File: src/hw/rtl/assert_macros.svh
// Assertion macros shared by the speed loop RTL.
`ifndef ASSERT_MACROS_SVH
`define ASSERT_MACROS_SVH

// Same-cycle implication, disabled while in reset.
`define ASSERT_IMPLIES(lbl, clk, rstn, ante, cons) \
    lbl: assert property (@(posedge clk) disable iff (!rstn) (ante) |-> (cons)) \
        else $error("same-cycle implication failed");

// Next-cycle implication, disabled while in reset.
`define ASSERT_NEXT(lbl, clk, rstn, ante, cons) \
    lbl: assert property (@(posedge clk) disable iff (!rstn) (ante) |=> (cons)) \
        else $error("next-cycle implication failed");

`endif

File: src/hw/rtl/dmpsl_pkg.sv
// Shared types, constants and helper functions of the dual motor speed loop.
`timescale 1ns / 1ps

package dmpsl_pkg;

    // Field and register widths
    localparam int CMD_W      = 10;
    localparam int MAG_W      = 9;
    localparam int TGT_W      = 6;
    localparam int POS_IN_W   = 32;
    localparam int PERIOD_W   = 16;
    localparam int WINDOW_W   = 24;
    localparam int GAIN_W     = 16;
    localparam int DUTY_OUT_W = 16;
    localparam int CFG_IDX_W  = 2;
    localparam int CFG_DATA_W = 24;

    // Register indexes on the configuration port
    localparam logic [CFG_IDX_W-1:0] CFG_PWM_PERIOD   = 2'd0;
    localparam logic [CFG_IDX_W-1:0] CFG_WINDOW_TICKS = 2'd1;
    localparam logic [CFG_IDX_W-1:0] CFG_GAIN         = 2'd2;

    // Register reset values
    localparam logic [PERIOD_W-1:0] RST_PWM_PERIOD   = 16'd2000;
    localparam logic [WINDOW_W-1:0] RST_WINDOW_TICKS = 24'd200000;
    localparam logic [GAIN_W-1:0]   RST_GAIN         = 16'd10;

    // Command full scale (+/-1.0 in Q8) and target scaling
    localparam logic signed [CMD_W-1:0] CMD_FULL     = 10'sd256;
    localparam logic [8:0]              TGT_MUL      = 9'd316;
    localparam logic [7:0]              DIV5_RECIP   = 8'd205;

    // Controller to datapath commands
    typedef struct packed {
        logic load;      // capture a request and run the window bookkeeping
        logic err_step;  // form the clamped speed error of the selected motor
        logic mul_step;  // register gain * error
        logic sat_step;  // write back the saturated duty
        logic sel_b;     // motor B selected (else motor A)
        logic emit;      // load the result register
    } dmpsl_cmd_t;

    // Datapath to controller status
    typedef struct packed {
        logic win_close; // the request being accepted closes a window
    } dmpsl_status_t;

    // Saturate a Q8 command to +/-1.0
    function automatic logic signed [CMD_W-1:0] sat_cmd(input logic signed [CMD_W-1:0] raw);
        logic signed [CMD_W-1:0] v;
        v = raw;
        if (raw > CMD_FULL)
        begin
            v = CMD_FULL;
        end
        else if (raw < -CMD_FULL)
        begin
            v = -CMD_FULL;
        end
        return v;
    endfunction

    // floor(mag*316/1280): scale by 316/256, then divide by 5 via 205/1024
    function automatic logic [TGT_W-1:0] target_of(input logic [MAG_W-1:0] mag);
        logic [16:0] scaled;
        logic [8:0]  coarse;
        logic [16:0] recip;
        scaled = 17'(mag) * 17'(TGT_MUL);
        coarse = scaled[16:8];
        recip  = 17'(coarse) * 17'(DIV5_RECIP);
        return recip[15:10];
    endfunction

endpackage

File: src/hw/rtl/dual_motor_pwm_speed_loop.sv
// Top level of the dual motor PWM generator with integral speed loop.
//
// Usage:
//   One request per PWM tick on in_valid/in_ready carries two Q8 speed
//   commands and two encoder positions; one result per request leaves on
//   out_valid/out_ready with both PWM levels, bridge direction bits, the
//   current duties and a window_end flag.
//   A request that does not close a sample window goes from acceptance
//   straight to the emit step, which loads the result register; one that
//   closes a window first runs the shared error / multiply / saturate unit
//   once per motor, A then B. The sequencer handles one request at a time
//   and takes no new one until the last result is in the output register.
//   A finished result sits in the output register while the next request is
//   taken; if out_ready stays low the block holds that result and waits with
//   the following one, so nothing is lost or repeated.
//   Reset: registers return to period 2000, window 200000, gain 10; both
//   duties are zero and the first request only captures encoder positions.
//   Configuration writes (cfg_wr_en, cfg_index, cfg_data) take effect at
//   once and belong to idle periods.
`timescale 1ns / 1ps

module dual_motor_pwm_speed_loop #(
    parameter int POS_WIDTH  = 32,
    parameter int DUTY_WIDTH = 16
) (
    input  logic                                  clk,
    input  logic                                  rst_n,
    input  logic                                  cfg_wr_en,
    input  logic [dmpsl_pkg::CFG_IDX_W-1:0]       cfg_index,
    input  logic [dmpsl_pkg::CFG_DATA_W-1:0]      cfg_data,
    input  logic                                  in_valid,
    output logic                                  in_ready,
    input  logic signed [dmpsl_pkg::CMD_W-1:0]    speed_cmd_a,
    input  logic signed [dmpsl_pkg::CMD_W-1:0]    speed_cmd_b,
    input  logic signed [dmpsl_pkg::POS_IN_W-1:0] enc_pos_a,
    input  logic signed [dmpsl_pkg::POS_IN_W-1:0] enc_pos_b,
    output logic                                  out_valid,
    input  logic                                  out_ready,
    output logic                                  pwm_a,
    output logic                                  pwm_b,
    output logic                                  dir_a_in1,
    output logic                                  dir_a_in2,
    output logic                                  dir_b_in1,
    output logic                                  dir_b_in2,
    output logic [dmpsl_pkg::DUTY_OUT_W-1:0]      duty_a,
    output logic [dmpsl_pkg::DUTY_OUT_W-1:0]      duty_b,
    output logic                                  window_end
);
    import dmpsl_pkg::*;

    dmpsl_cmd_t    cmd;
    dmpsl_status_t st;

    // Sequencer
    dmpsl_ctrl u_ctrl (
        .clk       (clk),
        .rst_n     (rst_n),
        .in_valid  (in_valid),
        .in_ready  (in_ready),
        .out_valid (out_valid),
        .out_ready (out_ready),
        .st        (st),
        .cmd_o     (cmd)
    );

    // Datapath
    dmpsl_dp #(
        .POS_WIDTH  (POS_WIDTH),
        .DUTY_WIDTH (DUTY_WIDTH)
    ) u_dp (
        .clk         (clk),
        .rst_n       (rst_n),
        .cfg_wr_en   (cfg_wr_en),
        .cfg_index   (cfg_index),
        .cfg_data    (cfg_data),
        .speed_cmd_a (speed_cmd_a),
        .speed_cmd_b (speed_cmd_b),
        .enc_pos_a   (enc_pos_a),
        .enc_pos_b   (enc_pos_b),
        .cmd         (cmd),
        .st          (st),
        .pwm_a       (pwm_a),
        .pwm_b       (pwm_b),
        .dir_a_in1   (dir_a_in1),
        .dir_a_in2   (dir_a_in2),
        .dir_b_in1   (dir_b_in1),
        .dir_b_in2   (dir_b_in2),
        .duty_a      (duty_a),
        .duty_b      (duty_b),
        .window_end  (window_end)
    );

endmodule

File: src/hw/rtl/dmpsl_ctrl.sv
// Sequencing state machine of the dual motor speed loop.
`timescale 1ns / 1ps
`include "assert_macros.svh"

module dmpsl_ctrl (
    input  logic                    clk,
    input  logic                    rst_n,
    input  logic                    in_valid,
    output logic                    in_ready,
    output logic                    out_valid,
    input  logic                    out_ready,
    input  dmpsl_pkg::dmpsl_status_t st,
    output dmpsl_pkg::dmpsl_cmd_t    cmd_o
);
    import dmpsl_pkg::*;

    typedef enum logic [4:0] {
        S_IDLE = 5'b00001,
        S_ERR  = 5'b00010,
        S_MUL  = 5'b00100,
        S_SAT  = 5'b01000,
        S_EMIT = 5'b10000
    } state_t;

    state_t state_reg, state_next;
    logic   sel_b_reg, sel_b_next;
    logic   out_valid_reg, out_valid_next;
    logic   accept;
    logic   slot_free;

    assign in_ready  = (state_reg == S_IDLE);
    assign accept    = in_valid && in_ready;
    assign slot_free = !out_valid_reg || out_ready;
    assign out_valid = out_valid_reg;

    // Next state: window close runs motor A then motor B through err/mul/sat
    always_comb
    begin
        state_next = state_reg;
        sel_b_next = sel_b_reg;
        case (state_reg)
            S_IDLE:
            begin
                if (accept)
                begin
                    sel_b_next = 1'b0;
                    state_next = st.win_close ? S_ERR : S_EMIT;
                end
            end
            S_ERR:
            begin
                state_next = S_MUL;
            end
            S_MUL:
            begin
                state_next = S_SAT;
            end
            S_SAT:
            begin
                if (sel_b_reg)
                begin
                    state_next = S_EMIT;
                end
                else
                begin
                    sel_b_next = 1'b1;
                    state_next = S_ERR;
                end
            end
            S_EMIT:
            begin
                if (slot_free)
                begin
                    state_next = S_IDLE;
                end
            end
            default:
            begin
                state_next = S_IDLE;
            end
        endcase
    end

    // Result register valid
    always_comb
    begin
        out_valid_next = out_valid_reg;
        if (cmd_o.emit)
        begin
            out_valid_next = 1'b1;
        end
        else if (out_ready)
        begin
            out_valid_next = 1'b0;
        end
    end

    // Commands
    always_comb
    begin
        cmd_o.load     = accept;
        cmd_o.err_step = (state_reg == S_ERR);
        cmd_o.mul_step = (state_reg == S_MUL);
        cmd_o.sat_step = (state_reg == S_SAT);
        cmd_o.sel_b    = sel_b_reg;
        cmd_o.emit     = (state_reg == S_EMIT) && slot_free;
    end

    always_ff @(posedge clk or negedge rst_n)
    begin
        if (!rst_n)
        begin
            state_reg     <= S_IDLE;
            sel_b_reg     <= 1'b0;
            out_valid_reg <= 1'b0;
        end
        else
        begin
            state_reg     <= state_next;
            sel_b_reg     <= sel_b_next;
            out_valid_reg <= out_valid_next;
        end
    end

    `ASSERT_NEXT(a_emit_sets_valid, clk, rst_n, cmd_o.emit, out_valid_reg)
    `ASSERT_NEXT(a_b_done_emits, clk, rst_n, cmd_o.sat_step && sel_b_reg, state_reg == S_EMIT)
    `ASSERT_NEXT(a_open_window_skips, clk, rst_n, accept && !st.win_close, state_reg == S_EMIT)

endmodule

File: src/hw/rtl/dmpsl_dp.sv
// Datapath of the dual motor speed loop: config, window, duty update, PWM.
`timescale 1ns / 1ps
`include "assert_macros.svh"

module dmpsl_dp #(
    parameter int POS_WIDTH  = 32,
    parameter int DUTY_WIDTH = 16
) (
    input  logic                                       clk,
    input  logic                                       rst_n,
    input  logic                                       cfg_wr_en,
    input  logic [dmpsl_pkg::CFG_IDX_W-1:0]            cfg_index,
    input  logic [dmpsl_pkg::CFG_DATA_W-1:0]           cfg_data,
    input  logic signed [dmpsl_pkg::CMD_W-1:0]         speed_cmd_a,
    input  logic signed [dmpsl_pkg::CMD_W-1:0]         speed_cmd_b,
    input  logic signed [dmpsl_pkg::POS_IN_W-1:0]      enc_pos_a,
    input  logic signed [dmpsl_pkg::POS_IN_W-1:0]      enc_pos_b,
    input  dmpsl_pkg::dmpsl_cmd_t                      cmd,
    output dmpsl_pkg::dmpsl_status_t                   st,
    output logic                                       pwm_a,
    output logic                                       pwm_b,
    output logic                                       dir_a_in1,
    output logic                                       dir_a_in2,
    output logic                                       dir_b_in1,
    output logic                                       dir_b_in2,
    output logic [dmpsl_pkg::DUTY_OUT_W-1:0]           duty_a,
    output logic [dmpsl_pkg::DUTY_OUT_W-1:0]           duty_b,
    output logic                                       window_end
);
    import dmpsl_pkg::*;

    // Derived widths
    localparam int EXTW = (POS_WIDTH > POS_IN_W) ? POS_WIDTH : POS_IN_W;
    localparam int CW   = (POS_WIDTH > DUTY_WIDTH + 3) ? POS_WIDTH : DUTY_WIDTH + 3;
    localparam int MW   = DUTY_WIDTH + 3;
    localparam int ERRW = DUTY_WIDTH + 4;
    localparam int PW   = ERRW + GAIN_W + 1;
    localparam int NDW  = PW + 1;
    localparam int LIMW = (DUTY_WIDTH > PERIOD_W) ? DUTY_WIDTH : PERIOD_W;

    // Measured count clamp at +/-2^(DUTY_WIDTH+1): beyond it any nonzero gain saturates
    localparam logic signed [CW-1:0] MEAS_HI =
        {{(CW - DUTY_WIDTH - 2){1'b0}}, 1'b1, {(DUTY_WIDTH + 1){1'b0}}};
    localparam logic signed [CW-1:0] MEAS_LO = -MEAS_HI;
    localparam logic [LIMW-1:0] DUTY_MAX = LIMW'({DUTY_WIDTH{1'b1}});

    // Configuration registers
    logic [PERIOD_W-1:0] pwm_period_reg;
    logic [WINDOW_W-1:0] window_ticks_reg;
    logic [GAIN_W-1:0]   gain_reg;

    // Loop state
    logic [PERIOD_W-1:0]   period_count_reg, period_count_next;
    logic [WINDOW_W-1:0]   window_count_reg, window_count_next;
    logic [POS_WIDTH-1:0]  last_pos_a_reg, last_pos_b_reg;
    logic [DUTY_WIDTH-1:0] duty_a_reg, duty_b_reg;
    logic                  primed_reg;

    // Per-request working registers
    logic signed [CMD_W-1:0] cmd_a_reg, cmd_b_reg;
    logic [POS_WIDTH-1:0]    delta_a_reg, delta_b_reg;
    logic                    win_close_reg;
    logic signed [ERRW-1:0]  err_reg;
    logic signed [PW-1:0]    prod_reg;

    // Result registers
    logic                  pwm_a_reg, pwm_b_reg;
    logic                  dir_a_in1_reg, dir_a_in2_reg, dir_b_in1_reg, dir_b_in2_reg;
    logic [DUTY_OUT_W-1:0] duty_a_out_reg, duty_b_out_reg;
    logic                  window_end_reg;

    // Combinational terms
    logic signed [EXTW-1:0]  pos_a_wide, pos_b_wide;
    logic [POS_WIDTH-1:0]    pos_a, pos_b;
    logic [WINDOW_W:0]       window_inc;
    logic                    win_close;
    logic signed [CMD_W-1:0] cmd_sel, cmd_neg;
    logic [MAG_W-1:0]        mag_sel;
    logic [TGT_W-1:0]        target_sel;
    logic signed [CW-1:0]    delta_wide;
    logic signed [CW-1:0]    meas_clamped;
    logic signed [MW-1:0]    meas_c;
    logic signed [ERRW-1:0]  err_next;
    logic signed [GAIN_W:0]  gain_s;
    logic [DUTY_WIDTH-1:0]   duty_sel, duty_new;
    logic signed [NDW-1:0]   nd;
    logic [LIMW-1:0]         period_ext, lim;
    logic [PERIOD_W:0]       period_inc;

    // Encoder positions: sign extend or truncate to POS_WIDTH
    assign pos_a_wide = EXTW'(enc_pos_a);
    assign pos_b_wide = EXTW'(enc_pos_b);
    assign pos_a      = pos_a_wide[POS_WIDTH-1:0];
    assign pos_b      = pos_b_wide[POS_WIDTH-1:0];

    // Window bookkeeping: close when count+1 reaches window_ticks
    assign window_inc   = {1'b0, window_count_reg} + 1'b1;
    assign win_close    = primed_reg && (window_inc >= {1'b0, window_ticks_reg});
    assign st.win_close = win_close;

    always_comb
    begin
        window_count_next = window_count_reg;
        if (primed_reg)
        begin
            window_count_next = win_close ? '0 : window_inc[WINDOW_W-1:0];
        end
    end

    // Speed error of the selected motor: clamp(measured) - target
    assign cmd_sel    = cmd.sel_b ? cmd_b_reg : cmd_a_reg;
    assign cmd_neg    = -cmd_sel;
    assign mag_sel    = cmd_sel[CMD_W-1] ? cmd_neg[MAG_W-1:0] : cmd_sel[MAG_W-1:0];
    assign target_sel = target_of(mag_sel);
    assign delta_wide = CW'($signed(cmd.sel_b ? delta_b_reg : delta_a_reg));

    always_comb
    begin
        meas_clamped = delta_wide;
        if (delta_wide > MEAS_HI)
        begin
            meas_clamped = MEAS_HI;
        end
        else if (delta_wide < MEAS_LO)
        begin
            meas_clamped = MEAS_LO;
        end
    end

    assign meas_c   = meas_clamped[MW-1:0];
    assign err_next = ERRW'(meas_c) - ERRW'($signed({1'b0, target_sel}));
    assign gain_s   = $signed({1'b0, gain_reg});

    // Duty update and saturation to 0..min(pwm_period, duty max)
    assign duty_sel   = cmd.sel_b ? duty_b_reg : duty_a_reg;
    assign nd         = NDW'($signed({1'b0, duty_sel})) - NDW'(prod_reg);
    assign period_ext = LIMW'(pwm_period_reg);
    assign lim        = (period_ext < DUTY_MAX) ? period_ext : DUTY_MAX;

    always_comb
    begin
        if (nd < 0)
        begin
            duty_new = '0;
        end
        else if (nd > $signed({{(NDW - LIMW){1'b0}}, lim}))
        begin
            duty_new = lim[DUTY_WIDTH-1:0];
        end
        else
        begin
            duty_new = nd[DUTY_WIDTH-1:0];
        end
    end

    // Period counter advance with wrap at pwm_period
    assign period_inc        = {1'b0, period_count_reg} + 1'b1;
    assign period_count_next = (period_inc >= {1'b0, pwm_period_reg}) ? '0
                                                                      : period_inc[PERIOD_W-1:0];

    // Configuration writes
    always_ff @(posedge clk or negedge rst_n)
    begin
        if (!rst_n)
        begin
            pwm_period_reg   <= RST_PWM_PERIOD;
            window_ticks_reg <= RST_WINDOW_TICKS;
            gain_reg         <= RST_GAIN;
        end
        else if (cfg_wr_en)
        begin
            case (cfg_index)
                CFG_PWM_PERIOD:   pwm_period_reg   <= cfg_data[PERIOD_W-1:0];
                CFG_WINDOW_TICKS: window_ticks_reg <= cfg_data[WINDOW_W-1:0];
                CFG_GAIN:         gain_reg         <= cfg_data[GAIN_W-1:0];
                default:          ;
            endcase
        end
    end

    // Loop state
    always_ff @(posedge clk or negedge rst_n)
    begin
        if (!rst_n)
        begin
            period_count_reg <= '0;
            window_count_reg <= '0;
            last_pos_a_reg   <= '0;
            last_pos_b_reg   <= '0;
            duty_a_reg       <= '0;
            duty_b_reg       <= '0;
            primed_reg       <= 1'b0;
        end
        else
        begin
            if (cmd.load)
            begin
                window_count_reg <= window_count_next;
                primed_reg       <= 1'b1;
                if (!primed_reg || win_close)
                begin
                    last_pos_a_reg <= pos_a;
                    last_pos_b_reg <= pos_b;
                end
            end
            if (cmd.sat_step)
            begin
                if (cmd.sel_b)
                begin
                    duty_b_reg <= duty_new;
                end
                else
                begin
                    duty_a_reg <= duty_new;
                end
            end
            if (cmd.emit)
            begin
                period_count_reg <= period_count_next;
            end
        end
    end

    // Request capture and arithmetic pipeline registers
    always_ff @(posedge clk)
    begin
        if (cmd.load)
        begin
            cmd_a_reg     <= sat_cmd(speed_cmd_a);
            cmd_b_reg     <= sat_cmd(speed_cmd_b);
            delta_a_reg   <= last_pos_a_reg - pos_a;
            delta_b_reg   <= last_pos_b_reg - pos_b;
            win_close_reg <= win_close;
        end
        if (cmd.err_step)
        begin
            err_reg <= err_next;
        end
        if (cmd.mul_step)
        begin
            prod_reg <= PW'(err_reg) * PW'(gain_s);
        end
    end

    // Result register
    always_ff @(posedge clk)
    begin
        if (cmd.emit)
        begin
            pwm_a_reg      <= LIMW'(period_count_reg) < LIMW'(duty_a_reg);
            pwm_b_reg      <= LIMW'(period_count_reg) < LIMW'(duty_b_reg);
            dir_a_in1_reg  <= cmd_a_reg[CMD_W-1];
            dir_a_in2_reg  <= !cmd_a_reg[CMD_W-1];
            dir_b_in1_reg  <= !cmd_b_reg[CMD_W-1];
            dir_b_in2_reg  <= cmd_b_reg[CMD_W-1];
            duty_a_out_reg <= DUTY_OUT_W'(duty_a_reg);
            duty_b_out_reg <= DUTY_OUT_W'(duty_b_reg);
            window_end_reg <= win_close_reg;
        end
    end

    assign pwm_a      = pwm_a_reg;
    assign pwm_b      = pwm_b_reg;
    assign dir_a_in1  = dir_a_in1_reg;
    assign dir_a_in2  = dir_a_in2_reg;
    assign dir_b_in1  = dir_b_in1_reg;
    assign dir_b_in2  = dir_b_in2_reg;
    assign duty_a     = duty_a_out_reg;
    assign duty_b     = duty_b_out_reg;
    assign window_end = window_end_reg;

    `ASSERT_NEXT(a_close_clears_window, clk, rst_n, cmd.load && win_close, window_count_reg == '0)
    `ASSERT_NEXT(a_duty_a_bounded, clk, rst_n, cmd.sat_step && !cmd.sel_b, LIMW'(duty_a_reg) <= lim)
    `ASSERT_NEXT(a_duty_b_bounded, clk, rst_n, cmd.sat_step && cmd.sel_b, LIMW'(duty_b_reg) <= lim)

endmodule
File: config.mk
export PLATFORM = sky130hd
export DESIGN_NAME = dual_motor_pwm_speed_loop
export DESIGN_NICKNAME = d
export VERILOG_FILES = /design/src/hw/rtl/dmpsl_pkg.sv /design/src/hw/rtl/dual_motor_pwm_speed_loop.sv /design/src/hw/rtl/dmpsl_ctrl.sv /design/src/hw/rtl/dmpsl_dp.sv
export VERILOG_INCLUDE_DIRS = /design/src /design/src/hw/rtl
export SDC_FILE = /design/constraint.sdc
export NUM_CORES = 2
export LEC_CHECK = 0
export BUFFER_PORTS_ARGS = -buffer_cell sky130_fd_sc_hd__buf_2
export CAP_MARGIN = 5
export CORE_ASPECT_RATIO = 1.1
export CORE_MARGIN = 2
export CORE_UTILIZATION = 57
export CTS_CLUSTER_DIAMETER = 80
export DETAILED_ROUTE_END_ITERATION = 12
export PLACE_DENSITY_LB_ADDON = 0.3
export SLEW_MARGIN = 10
export SYNTH_ARGS = -nofsm -noshare
export SYNTH_HDL_FRONTEND = slang
export SYNTH_SLANG_ARGS = --single-unit
File: constraint.sdc
create_clock -name clk -period 10.5 [get_ports clk]
set_input_delay 2.1 -clock clk [delete_from_list [all_inputs] [get_ports clk]]
set_output_delay 2.1 -clock clk [all_outputs]
set_load 0.01 [all_outputs]
==> flow_metrics.env <==
export IMPL_startpoint_type="flop"
export IMPL_gr_usage_met3_pct=3.46
export IMPL_arrival_ns=10.57
export IMPL_core_sq_mm=0.0635
export IMPL_status="finished clean"
export IMPL_instances_no_fill=4712
export IMPL_required_ns=10.83
export IMPL_hp_class="flop to flop"
export IMPL_finalCritPeriodShare_pct=97.5
export IMPL_ys_seq_area_share_pct=28.7
export IMPL_busiest_layer="met2"
export IMPL_grt_max_degree=76
export IMPL_start_util_pct=57.3
export IMPL_antenna_found_initial=0
export IMPL_use_met2_pct=47.0
export IMPL_drive_above_1_share_pct=13.0
export IMPL_yosysWarnings=0
export IMPL_yosys_area_top_type="fa_1"
export IMPL_grt_pass1_wl_mm=136
export IMPL_cp_common_cell="fa_1"
export IMPL_wl_per_cell_um=17.7
export IMPL_synth_top_cell_area_share_pct=19.5
export IMPL_syn_cell_area_sq_mm=0.0364
export IMPL_path_clk_slew_ns=0.06
export IMPL_maxSlewViolCount=0
export IMPL_die_area_sq_mm=0.0659
export IMPL_fp_row_count=97
export IMPL_synthCells=3669
export IMPL_pin_count=156
export IMPL_synth_cell_types=92
export IMPL_viasPerCell=5.62
export IMPL_clock_skew_ns=0.0598
export IMPL_synth_area_leaders="fa_1 20%, edfxtp_1 15%, dfrtp_1 13%"
export IMPL_cts_max_path_buffers=3
export IMPL_slowest_stage="fa_1"
export IMPL_post_route_util_pct=63.3
export IMPL_endpoint_kind="flop"
export IMPL_maxSlewHeadroom_pct=26.3
export IMPL_num_vias=26500
export IMPL_drt_total_wl_mm=83.6
export IMPL_setup_slack_ns=0.265
export IMPL_synthTopCellsByCount="652 x inv_1, 355 x fa_1, 349 x nand2_1, 340 x ha_1, 185 x dfrtp_1"
export IMPL_final_setup_tns_ns=0
export IMPL_cp_max_fo=5
export IMPL_slowest_delay_ns=0.58
export IMPL_antenna_left=0
export IMPL_synth_area_per_cell_sq_um=9.92
export IMPL_max_cap_viol_count=0
export IMPL_critical_path_buf_inv_count=7
export IMPL_hpwl_mm=64.0
export IMPL_routabilityCongestion=0.909
export IMPL_synth_flop_cell="dfrtp_1"
export IMPL_die_y_um=269
export IMPL_finalCriticalPeriod_ns=10.23
export IMPL_io_buffer_count=155
export IMPL_clock_fmax_mhz=97.7
export IMPL_syn_num_nets=4479
export IMPL_largest_reg_flops=37
export IMPL_first_iter_violations=1556
export IMPL_tritoncts="yes"
export IMPL_synth_edf_count=181
export IMPL_grt_use_met1_pct=31.1
export IMPL_critPathTopFamily="adder cells"
export IMPL_drc=0
export IMPL_dp_cells=4603
export IMPL_clock_sinks=381
export IMPL_cts_root_buf="clkbuf_16"
export IMPL_path_class="flop to flop"
export IMPL_cts_htree_levels=2
export IMPL_postSynth_asyncResetShare_pct=52.5
export IMPL_place_ws_ns=-0.173
export IMPL_synth_seq_cells=381
export IMPL_setup_viol=0
export IMPL_insertedDiodeCount=0
export IMPL_first_pass_iters=5
export IMPL_clk_latency_ns=0.63
export IMPL_grt_overflow=0
export IMPL_yosysMostFrequentCell="inv_1"
export IMPL_cts_buffers=44
export IMPL_hold_buffers=0
export IMPL_die_w_um=245
export IMPL_nNetsFinal=4645
export IMPL_grt_pass1_vias=27400
export IMPL_hold_viol_final=0
export IMPL_area_growth_pct=10.3
export IMPL_grt_usage_pct=25.9
export IMPL_tightest_slew_ns=1.10
[final cells by class]
type                            count  area (sq um)
Inverter                          652          2450
Multi-Input combinational cell   2536         23400
Sequential cell                   381         10500
Fill cell                        5179         23300
Clock buffer                       57          1180
Clock inverter                     25           299
Timing Repair Buffer              220          1300
Tap cell                          841          1050
[repair_timing]
action / in CTS / in global routing
cloned: 0 / 1
pin swaps: 1 / 32
setup endpoints to repair: 7 / 14
resized for setup: 8 / 41
setup buffers: 4 / 22
[worst paths after layout]
check / cells after the start / endpoint / slack, ns / start
max: 44 / u_dp.err_reg[14] / 0.27 / u_ctrl.sel_b_reg
min: 0 / u_dp.duty_a[15] / 0.45 / u_dp.duty_a_reg[15]
max reg2reg: 44 / u_dp.err_reg[14] / 0.27 / u_ctrl.sel_b_reg
min reg2reg: 0 / u_dp.duty_a[15] / 0.45 / u_dp.duty_a_reg[15]
max in group asynchronous: 2 / u_dp.duty_a_reg[14] / 7.64 / rst_n
min in group asynchronous: 1 / u_dp.window_count_reg[22] / 1.48 / rst_n
[cells in the final DEF (no fill, tap or decap), drive strengths merged, types with 18 or more instances in the layout]
cell type and n:
nor2b 33, xor2 56, o21ai 139, nand4 35, fa 355, xnor2 130, ha 340, clkinv 18
nor3 43, nor2 127, edfxtp 181, and3 30, o21a 37, and2 161, a21oi 129, buf 218
nor4 19, inv 654, o31ai 20, mux2i 43, nand2 349, dfrtp 185, mux2 109, or2 18
nand2b 25, nand3 42, a21o 87, o22ai 22, clkbuf 58
[logic make-up after synthesis]
| family | Yosys count | synth area share (%) |
|---|---|---|
| xor+xnor | 186 | 4.48 |
| flops | 381 | 28.7 |
| mux | 152 | 4.56 |
| buf+inv | 752 | 7.88 |
| compound gates | 565 | 10.2 |
| simple gates | 938 | 12.9 |
| fa+ha+maj | 695 | 31.2 |
[routing by layer]
layer	up-vias	share of wire (%)
met5	-	0
met4	0	3.9
met3	201	5.0
met2	730	52
met1	13100	40
li1	12500	-
[through the flow]
step	area (sq um)	hold WS, ns
finish	40200	0.452
floorplan	36500	0.400
detailed placement	38200	0.436
global placement	38200	0.429
CTS	39700	0.451
global route	40200	0.456
Power is not shown: default switching activity piles up to over one toggle a cycle in this logic, so the estimate is an artifact.
